## src/hdl/imhq_pkg.sv

```systemverilog
package imhq_pkg;
	localparam int CAPACITY_DEF = 64;
	localparam int KEY_BITS_DEF = 16;
	localparam int VERTEX_BITS_DEF = 8;

	localparam logic [1:0] REQ_PUSH  = 2'd0;
	localparam logic [1:0] REQ_POP   = 2'd1;
	localparam logic [1:0] REQ_DEC   = 2'd2;
	localparam logic [1:0] REQ_QUERY = 2'd3;

	localparam logic [1:0] ST_OK       = 2'd0;
	localparam logic [1:0] ST_FULL     = 2'd1;
	localparam logic [1:0] ST_EMPTY    = 2'd2;
	localparam logic [1:0] ST_NOTFOUND = 2'd3;
endpackage

```

## src/hdl/imhq_cmp.sv

```systemverilog
// Shared pair comparator: a < b by key, then by vertex.
module imhq_cmp #(
	parameter int KEY_BITS = imhq_pkg::KEY_BITS_DEF,
	parameter int VERTEX_BITS = imhq_pkg::VERTEX_BITS_DEF
) (
	input  logic [KEY_BITS-1:0]    a_key,
	input  logic [VERTEX_BITS-1:0] a_vtx,
	input  logic [KEY_BITS-1:0]    b_key,
	input  logic [VERTEX_BITS-1:0] b_vtx,
	output logic                   less
);
	assign less = (a_key < b_key) || ((a_key == b_key) && (a_vtx < b_vtx));
endmodule

```

## src/hdl/indexed_min_heap_queue.sv

```systemverilog
// Query and requests rejected at accept finish without touching the heap; push sifts
// the new item up level by level; decrease-key first scans slots for the vertex and
// then sifts up; pop moves the last item to the root and sifts it down level by level.
// One request at a time: busy is high from accept until the done strobe.
// Async active-low reset clears the count and control; heap slots are not cleared.
// Results show for one cycle on done; the receiver cannot stall.
module indexed_min_heap_queue #(
	parameter int CAPACITY = imhq_pkg::CAPACITY_DEF,
	parameter int KEY_BITS = imhq_pkg::KEY_BITS_DEF,
	parameter int VERTEX_BITS = imhq_pkg::VERTEX_BITS_DEF
) (
	input  logic                   clk,
	input  logic                   arst_n,
	input  logic                   start,
	output logic                   busy,
	input  logic [1:0]             req_type,
	input  logic [KEY_BITS-1:0]    key,
	input  logic [VERTEX_BITS-1:0] vertex,
	output logic                   done,
	output logic [1:0]             status,
	output logic [KEY_BITS-1:0]    top_key,
	output logic [VERTEX_BITS-1:0] top_vertex,
	output logic [$clog2(CAPACITY+1)-1:0] entry_count,
	output logic                   is_empty
);
	localparam int AW = $clog2(CAPACITY);
	localparam int CW = $clog2(CAPACITY+1);
	localparam logic [CW-1:0] CAP_C = CW'(CAPACITY);

	localparam logic [3:0] S_IDLE = 4'd0, S_SCAN = 4'd1, S_SCANW = 4'd2,
		S_UPRD = 4'd3, S_UPCMP = 4'd4, S_LASTRD = 4'd5, S_DNL = 4'd6,
		S_DNLC = 4'd7, S_DNR = 4'd8, S_DNRC = 4'd9, S_TOPRD = 4'd10,
		S_DONE = 4'd11, S_TOPW = 4'd12;

	logic [KEY_BITS-1:0]    mem_key [CAPACITY];
	logic [VERTEX_BITS-1:0] mem_vtx [CAPACITY];

	logic [3:0] state_q;
	logic [CW-1:0] count_q;
	logic [AW-1:0] pos_q, best_q, idx_q;
	logic [KEY_BITS-1:0] cur_key_q, best_key_q, rd_key_q;
	logic [VERTEX_BITS-1:0] cur_vtx_q, best_vtx_q, rd_vtx_q;
	logic [1:0] status_q;
	logic [VERTEX_BITS-1:0] find_q;

	logic we;
	logic [AW-1:0] waddr, raddr;
	logic [KEY_BITS-1:0] wkey;
	logic [VERTEX_BITS-1:0] wvtx;

	logic [KEY_BITS-1:0] ca_key, cb_key;
	logic [VERTEX_BITS-1:0] ca_vtx, cb_vtx;
	logic lt;

	imhq_cmp #(.KEY_BITS(KEY_BITS), .VERTEX_BITS(VERTEX_BITS)) u_cmp (
		.a_key(ca_key), .a_vtx(ca_vtx), .b_key(cb_key), .b_vtx(cb_vtx), .less(lt)
	);

	logic [AW:0] lch, rch;
	logic [AW-1:0] parent;
	assign lch = {pos_q, 1'b1};
	assign rch = {pos_q, 1'b0} + (AW+1)'(2);
	assign parent = (pos_q - AW'(1)) >> 1;

	always_ff @(posedge clk) begin
		if (we) begin
			mem_key[waddr] <= wkey;
			mem_vtx[waddr] <= wvtx;
		end
		rd_key_q <= mem_key[raddr];
		rd_vtx_q <= mem_vtx[raddr];
	end

	// comparator operands
	always_comb begin
		ca_key = cur_key_q; ca_vtx = cur_vtx_q;
		cb_key = rd_key_q;  cb_vtx = rd_vtx_q;
		if (state_q == S_DNRC) begin
			ca_key = rd_key_q;   ca_vtx = rd_vtx_q;
			cb_key = best_key_q; cb_vtx = best_vtx_q;
		end else if (state_q == S_DNLC) begin
			ca_key = rd_key_q;  ca_vtx = rd_vtx_q;
			cb_key = cur_key_q; cb_vtx = cur_vtx_q;
		end
	end

	// memory port control
	always_comb begin
		we = 1'b0; waddr = pos_q; wkey = cur_key_q; wvtx = cur_vtx_q;
		raddr = '0;
		unique case (state_q)
			S_SCAN: raddr = idx_q;
			S_UPRD: raddr = parent;
			S_UPCMP: begin
				we = 1'b1;
				if (pos_q != '0 && lt) begin
					wkey = rd_key_q; wvtx = rd_vtx_q;
				end
			end
			S_LASTRD: raddr = count_q[AW-1:0];
			S_DNL: raddr = lch[AW-1:0];
			S_DNR: raddr = rch[AW-1:0];
			S_DNRC, S_DNLC: ;
			S_TOPW: begin
				we = 1'b1;
				if (best_q != pos_q) begin
					wkey = best_key_q; wvtx = best_vtx_q;
				end
			end
			default: ;
		endcase
	end

	always_ff @(posedge clk or negedge arst_n) begin
		if (!arst_n) begin
			state_q <= S_IDLE;
			count_q <= '0;
			done <= 1'b0;
			status_q <= imhq_pkg::ST_OK;
		end else begin
			done <= 1'b0;
			unique case (state_q)
				S_IDLE: if (start) begin
					find_q <= vertex;
					cur_key_q <= key;
					cur_vtx_q <= vertex;
					idx_q <= '0;
					status_q <= imhq_pkg::ST_OK;
					unique case (req_type)
						imhq_pkg::REQ_PUSH: if (count_q >= CAP_C) begin
							status_q <= imhq_pkg::ST_FULL;
							state_q <= S_TOPRD;
						end else begin
							pos_q <= count_q[AW-1:0];
							count_q <= count_q + CW'(1);
							state_q <= S_UPRD;
						end
						imhq_pkg::REQ_POP: if (count_q == '0) begin
							status_q <= imhq_pkg::ST_EMPTY;
							state_q <= S_TOPRD;
						end else begin
							count_q <= count_q - CW'(1);
							pos_q <= '0;
							state_q <= S_LASTRD;
						end
						imhq_pkg::REQ_DEC: if (count_q == '0) begin
							status_q <= imhq_pkg::ST_NOTFOUND;
							state_q <= S_TOPRD;
						end else state_q <= S_SCAN;
						imhq_pkg::REQ_QUERY: state_q <= S_TOPRD;
					endcase
				end
				S_SCAN: state_q <= S_SCANW;
				S_SCANW: begin
					if (rd_vtx_q == find_q) begin
						pos_q <= idx_q;
						state_q <= S_UPRD;
					end else if ({1'b0, idx_q} + (AW+1)'(1) >= (AW+1)'(count_q)) begin
						status_q <= imhq_pkg::ST_NOTFOUND;
						state_q <= S_TOPRD;
					end else begin
						idx_q <= idx_q + AW'(1);
						state_q <= S_SCAN;
					end
				end
				S_UPRD: state_q <= S_UPCMP;
				S_UPCMP: begin
					// parent moves down into pos, or item lands at pos
					if (pos_q != '0 && lt) begin
						pos_q <= parent;
						state_q <= S_UPRD;
					end else state_q <= S_TOPRD;
				end
				S_LASTRD: state_q <= S_DNL;
				S_DNL: begin
					cur_key_q <= (pos_q == '0 && idx_q == '0) ? rd_key_q : cur_key_q;
					cur_vtx_q <= (pos_q == '0 && idx_q == '0) ? rd_vtx_q : cur_vtx_q;
					idx_q <= AW'(1);
					if (count_q == '0) state_q <= S_TOPRD;
					else if (lch >= (AW+1)'(count_q)) begin
						best_q <= pos_q;
						state_q <= S_TOPW;
					end else state_q <= S_DNLC;
				end
				S_DNLC: begin
					if (lt) begin
						best_q <= lch[AW-1:0];
						best_key_q <= rd_key_q; best_vtx_q <= rd_vtx_q;
					end else begin
						best_q <= pos_q;
						best_key_q <= cur_key_q; best_vtx_q <= cur_vtx_q;
					end
					if (rch >= (AW+1)'(count_q)) state_q <= S_TOPW;
					else state_q <= S_DNR;
				end
				S_DNR: state_q <= S_DNRC;
				S_DNRC: begin
					if (lt) begin
						best_q <= rch[AW-1:0];
						best_key_q <= rd_key_q; best_vtx_q <= rd_vtx_q;
					end
					state_q <= S_TOPW;
				end
				S_TOPW: begin
					// write winner at pos; item continues from the winner's slot
					if (best_q != pos_q) begin
						pos_q <= best_q;
						state_q <= S_DNL;
					end else state_q <= S_TOPRD;
				end
				S_TOPRD: state_q <= S_DONE;
				S_DONE: begin
					done <= 1'b1;
					state_q <= S_IDLE;
				end
				default: state_q <= S_IDLE;
			endcase
		end
	end

	assign busy = (state_q != S_IDLE);
	assign status = status_q;
	assign entry_count = count_q;
	assign is_empty = (count_q == '0);
	assign top_key = (count_q == '0) ? '0 : rd_key_q;
	assign top_vertex = (count_q == '0) ? '0 : rd_vtx_q;

`ifndef SYNTHESIS
	a_count_max: assert property (@(posedge clk) disable iff (!arst_n)
		count_q <= CAP_C) else $error("count overflow");
	a_done_pulse: assert property (@(posedge clk) disable iff (!arst_n)
		done |=> !done) else $error("done held");
	a_busy_done: assert property (@(posedge clk) disable iff (!arst_n)
		done |-> !busy) else $error("done while busy");
	a_cnt_stable: assert property (@(posedge clk) disable iff (!arst_n)
		(!busy && !start) |=> $stable(count_q)) else $error("count moved idle");
`endif
endmodule

```

## config.mk

```make
export PLATFORM = sky130hd
export DESIGN_NAME = indexed_min_heap_queue
export DESIGN_NICKNAME = d
export VERILOG_FILES = /design/src/hdl/imhq_pkg.sv /design/src/hdl/imhq_cmp.sv /design/src/hdl/indexed_min_heap_queue.sv
export SDC_FILE = /design/constraint.sdc
export NUM_CORES = 2
export LEC_CHECK = 0
export ABC_AREA = 0
export BUFFER_PORTS_ARGS = -buffer_cell sky130_fd_sc_hd__buf_2
export CORE_MARGIN = 2
export CORE_UTILIZATION = 50
export CTS_BUF_LIST = sky130_fd_sc_hd__clkbuf_2 sky130_fd_sc_hd__clkbuf_4 sky130_fd_sc_hd__clkbuf_8
export DETAILED_ROUTE_END_ITERATION = 8
export PLACE_DENSITY_LB_ADDON = 0.25
export SYNTH_ARGS = -nofsm -noshare
export SYNTH_HDL_FRONTEND = slang
export SYNTH_SLANG_ARGS = --single-unit
```

## constraint.sdc

```tcl
create_clock -name clk -period 4.6 [get_ports clk]
set_input_delay 0.23 -clock clk [delete_from_list [all_inputs] [get_ports clk]]
set_output_delay 0.23 -clock clk [all_outputs]
set_load 0.1 [all_outputs]
```

==> flow_summary.json <==
{
  "status": "finished clean",
  "reg2reg_slack_ns": 0.27,
  "ys.flop_type": "edfxtp_1",
  "grtUsageTotal_pct": 29.7,
  "whs_ns": 0.0766,
  "max_cap_viol_count": 0,
  "vias_per_cell": 6.40,
  "critical-path-slowest-cell": "a221o_4",
  "tightest_slew_ns": 1.02,
  "stdcell_count": 7335,
  "reg2reg_to": "mem_vtx[2][4]",
  "post-cts-setup-buffers": 0,
  "drc": 0,
  "dieArea_sq_um": 140000,
  "grt_overflow": 0,
  "powerDensity_nw_per_um2": 637,
  "fin_nets": 5453,
  "hold_depth": 4,
  "p_int_mw": 30.7,
  "hold_viol_final": 0,
  "synth-seq-cells": 1648,
  "dp_hpwl_microns": 121000,
  "portBuffers": 64,
  "p_leak_nw": 27.4,
  "synth_edf_count": 1610,
  "cts_sinks": 1648,
  "rsz0062_at_grt": "no",
  "p_clk_share_pct": 24.8,
  "worstSetupEndpointType": "flop",
  "grt_pass1_wl_microns": 303000,
  "synth_nets": 5163,
  "yosys_warnings": 0,
  "pre_cts_ws_ns": 0.183,
  "startpoint_type": "flop",
  "fin_crit_ns": 4.33,
  "comb_power_share_pct": 37.6,
  "clkTransAtPathRegs_ns": 0.06,
  "setup_viol_count_final": 0,
  "syn-instance-count": 5076,
  "syn_to_final_growth_pct": 14.5,
  "worstSetupPathType": "reg2reg",
  "yosysSeqAreaShare_pct": 71.7,
  "relSlewSlack_pct": 32.3,
  "grt_start_max_net_pins": 102,
  "ioPinCount": 65,
  "ys_async_sr_fraction_pct": 0.850,
  "gp_congestion": 0.938,
  "worstPathMaxFanout": 40,
  "cts_tree": "built",
  "cts_inserted_buffers": 279,
  "die_x_microns": 374,
  "worstPathArrival_ns": 4.98,
  "reg2reg_depth": 15,
  "hp-class": "in2reg",
  "holdPathEnd": "cur_key_q[1]",
  "drtPass1Iterations": 9,
  "ir_drop_mv": 0.508,
  "vias": 46972,
  "htree_num_levels": 5,
  "root_buffer": "clkbuf_8",
  "fmax_mhz": 231,
  "critical-path-max-stage-delay_ns": 0.64,
  "setup_ws_ns": 0.268,
  "min_from": "key[1]",
  "core.rowCount": 135,
  "finalCritPeriodShare_pct": 94.2,
  "chipHeight_microns": 374,
  "clk_latency_ns": 0.99,
  "syn_avg_cell_area_sq_um": 13.5,
  "drive_above_1_share_pct": 17.0,
  "clk_path_buf_depth": 4,
  "crit_chain": "nor3b_1 -> buf_4 -> o21ai_2 -> buf_12 -> mux2_2 -> ha_1 -> nand4_1 -> nor2_1 -> o21ai_0 -> a211o_1 -> o211ai_1 -> a21oi_2 -> and2_1 -> buf_12 -> a221o_4",
  "maxSlewViolCount": 0,
  "post_drt_wl_per_cell_microns": 30.0,
  "r2r-start": "state_q[3]",
  "netSwitchingPower_mw": 19.3,
  "synthDistinctLibCells": 72,
  "coreArea_sq_um": 136000,
  "clock_skew_ns": 0.0783,
  "critPathRequiredTime_ns": 5.24,
  "grt_antenna_before_repair": 12,
  "numPlacedInstances": 6819,
  "power_mw": 50.0,
  "start_util_pct": 50.5,
  "swShare_pct": 38.6,
  "wl_microns": 220000,
  "seqPwrFrac_pct": 37.5,
  "ant_nets": 0,
  "grt_pass1_vias": 43226,
  "syn_area_sq_um": 68600,
  "drt_iter0_drc": 6938,
  "cpMostUsedCell": "buf_12"
}
-- flip-flops by register name, summed over array words and instances (netlist names) --
| register | count |
|---|---|
| rd_key_q | 16 |
| best_q | 6 |
| rd_vtx_q | 8 |
| best_key_q | 16 |
| find_q | 8 |
| mem_key | 1024 |
| mem_vtx | 512 |
| cur_key_q | 16 |
| done | 1 |
| status | 2 |
| best_vtx_q | 8 |
| idx_q | 6 |
| entry_count | 7 |
| pos_q | 6 |
| cur_vtx_q | 8 |
| state_q | 4 |
-- metal layers --
layer	up-vias	GRT usage, %	wire (microns)	part of all wire (%)
met5	-	0	9	0.0041
met4	2	13.7	11100	5.0
met3	586	5.65	25800	12
met2	3062	46.1	99500	45
met1	23343	40.9	83400	38
li1	19979	-	-	-
-- cells in the mapped netlist (all sizes together) (6+ instances only) --
library cell  count  area [sq um]
clkbuf          245           921
dfrtp            14           350
a221o            29           290
nand2b           11          68.8
or4              25           188
a31o             26           228
and3            221          1380
a22oi            27           203
xnor2            13           114
nor3             15          75.1
nand3           159           796
mux2             71           800
nand2          1067          4010
a211oi          223          1690
a21oi           270          1350
ha               57           713
a31oi           174          1090
and2             59           369
a21o             11          82.6
mux2i           149          1490
nand4             7          43.8
a311oi          119          1040
xor2             19           166
buf             122           602
edfxtp         1610         48300
dfxtp            24           480
inv              26          97.6
o21ai            71           355
nand3b            6          45.0
a22o             28           245
nor2            107           402
-- layout make-up --
class	count	area (sq um)
tap	1781	2230
fill	10633	57200
sequential	1648	49200
multi-input combinational	3051	18500
antenna	4	10.0
clock buffer	389	4750
clock inverter	76	382
timing repair buffer	360	3400
inverter	26	97.6
-- critical path: cells and delay by family, from the launching register on --
family                   cells  cell delay [ns]
adder cells (fa/ha/maj)      1             0.31
multiplexers                 1             0.35
AND/OR/NAND/NOR              4             0.75
AO/OA/AOI/OAI                6             1.54
buffers and inverters        3             0.55
flip-flops                   1             0.42
-- how the worst max path moves through the flow --
stage | startpoint | to | slack [ns] | depth (start not counted)
global route | state_q[3] | mem_vtx[37][6] | 0.05 | 17
CTS | state_q[3] | mem_key[11][15] | 0.13 | 15
floorplan | state_q[3] | mem_vtx[0][5] | -0.12 | 17
global placement | state_q[3] | mem_key[30][15] | 0.23 | 15
detailed placement | state_q[3] | mem_key[18][15] | 0.18 | 15
finish | state_q[3] | mem_vtx[2][4] | 0.27 | 15
-- power by group through the flow --
stage               registers (mW)  clock network (mW)  logic (mW)
floorplan                     18.9                   0        11.4
global placement              19.0                   0        17.9
detailed placement            19.0                   0        18.0
CTS                           18.7                12.5        18.2
global route                  18.7                13.2        19.9
finish                        18.8                12.4        18.8
-- through the flow --
stage / utilization [%] / setup TNS [ns] / cell area [sq um]
floorplan: - / -91.06 / 68800
finish: 57.9 / 0 / 78600
detailed placement: 53.6 / 0 / 72800
global placement: 53.6 / 0 / 72800
global route: 57.9 / 0 / 78600
CTS: 57.6 / 0 / 78200
-- placed cells by master, fill, tap and decap left out, types with 7 or more instances in the layout --
cell           Yosys  layout
edfxtp_1        1610    1610
nand2_1         1067    1066
clkbuf_8           0     292
a21oi_1          270     268
a211oi_1         221     221
and3_1           221     221
buf_4              9     197
a31oi_1          174     174
nand3_1          159     159
mux2i_1          149     149
a311oi_1         119     119
clkbuf_4           0      97
mux2_2            70      70
o21ai_0           69      68
nor2_2             0      67
buf_2             76      64
buf_12             0      60
ha_1              57      57
and2_1            59      56
clkinv_1           0      51
nor2_1           107      38
dlygate4sd3_1      0      31
a22o_1            28      28
a22oi_1           27      27
inv_1             26      26
or4_1             25      25
a31o_1            24      24
dfxtp_1           24      24
a221o_4            0      23
xor2_1            19      19
a221o_2            0      18
clkinv_2           0      17
dfrtp_1           14      14
xnor2_1           13      13
nor3_1            15      12
a21o_1            11      11
nand2b_1          11      10
buf_6              2       8
nand4_1            7       7
-- what timing repair did --
item / CTS / global route
endpoints found under the hold margin: 62 / 0
setup endpoints to repair: 0 / 971
gates resized for setup: 0 / 21
hold buffers: 31 / 0
-- logic make-up after synthesis --
family / count (synthesis) / share of synthesized area [%]
compound gates: 1014 / 10.0
xor+xnor: 32 / 0.408
fa+ha+maj: 58 / 1.07
buf+inv: 393 / 2.36
flops: 1648 / 71.7
mux: 220 / 3.34
simple gates: 1711 / 11.1
(Power assumes the default switching activity.)
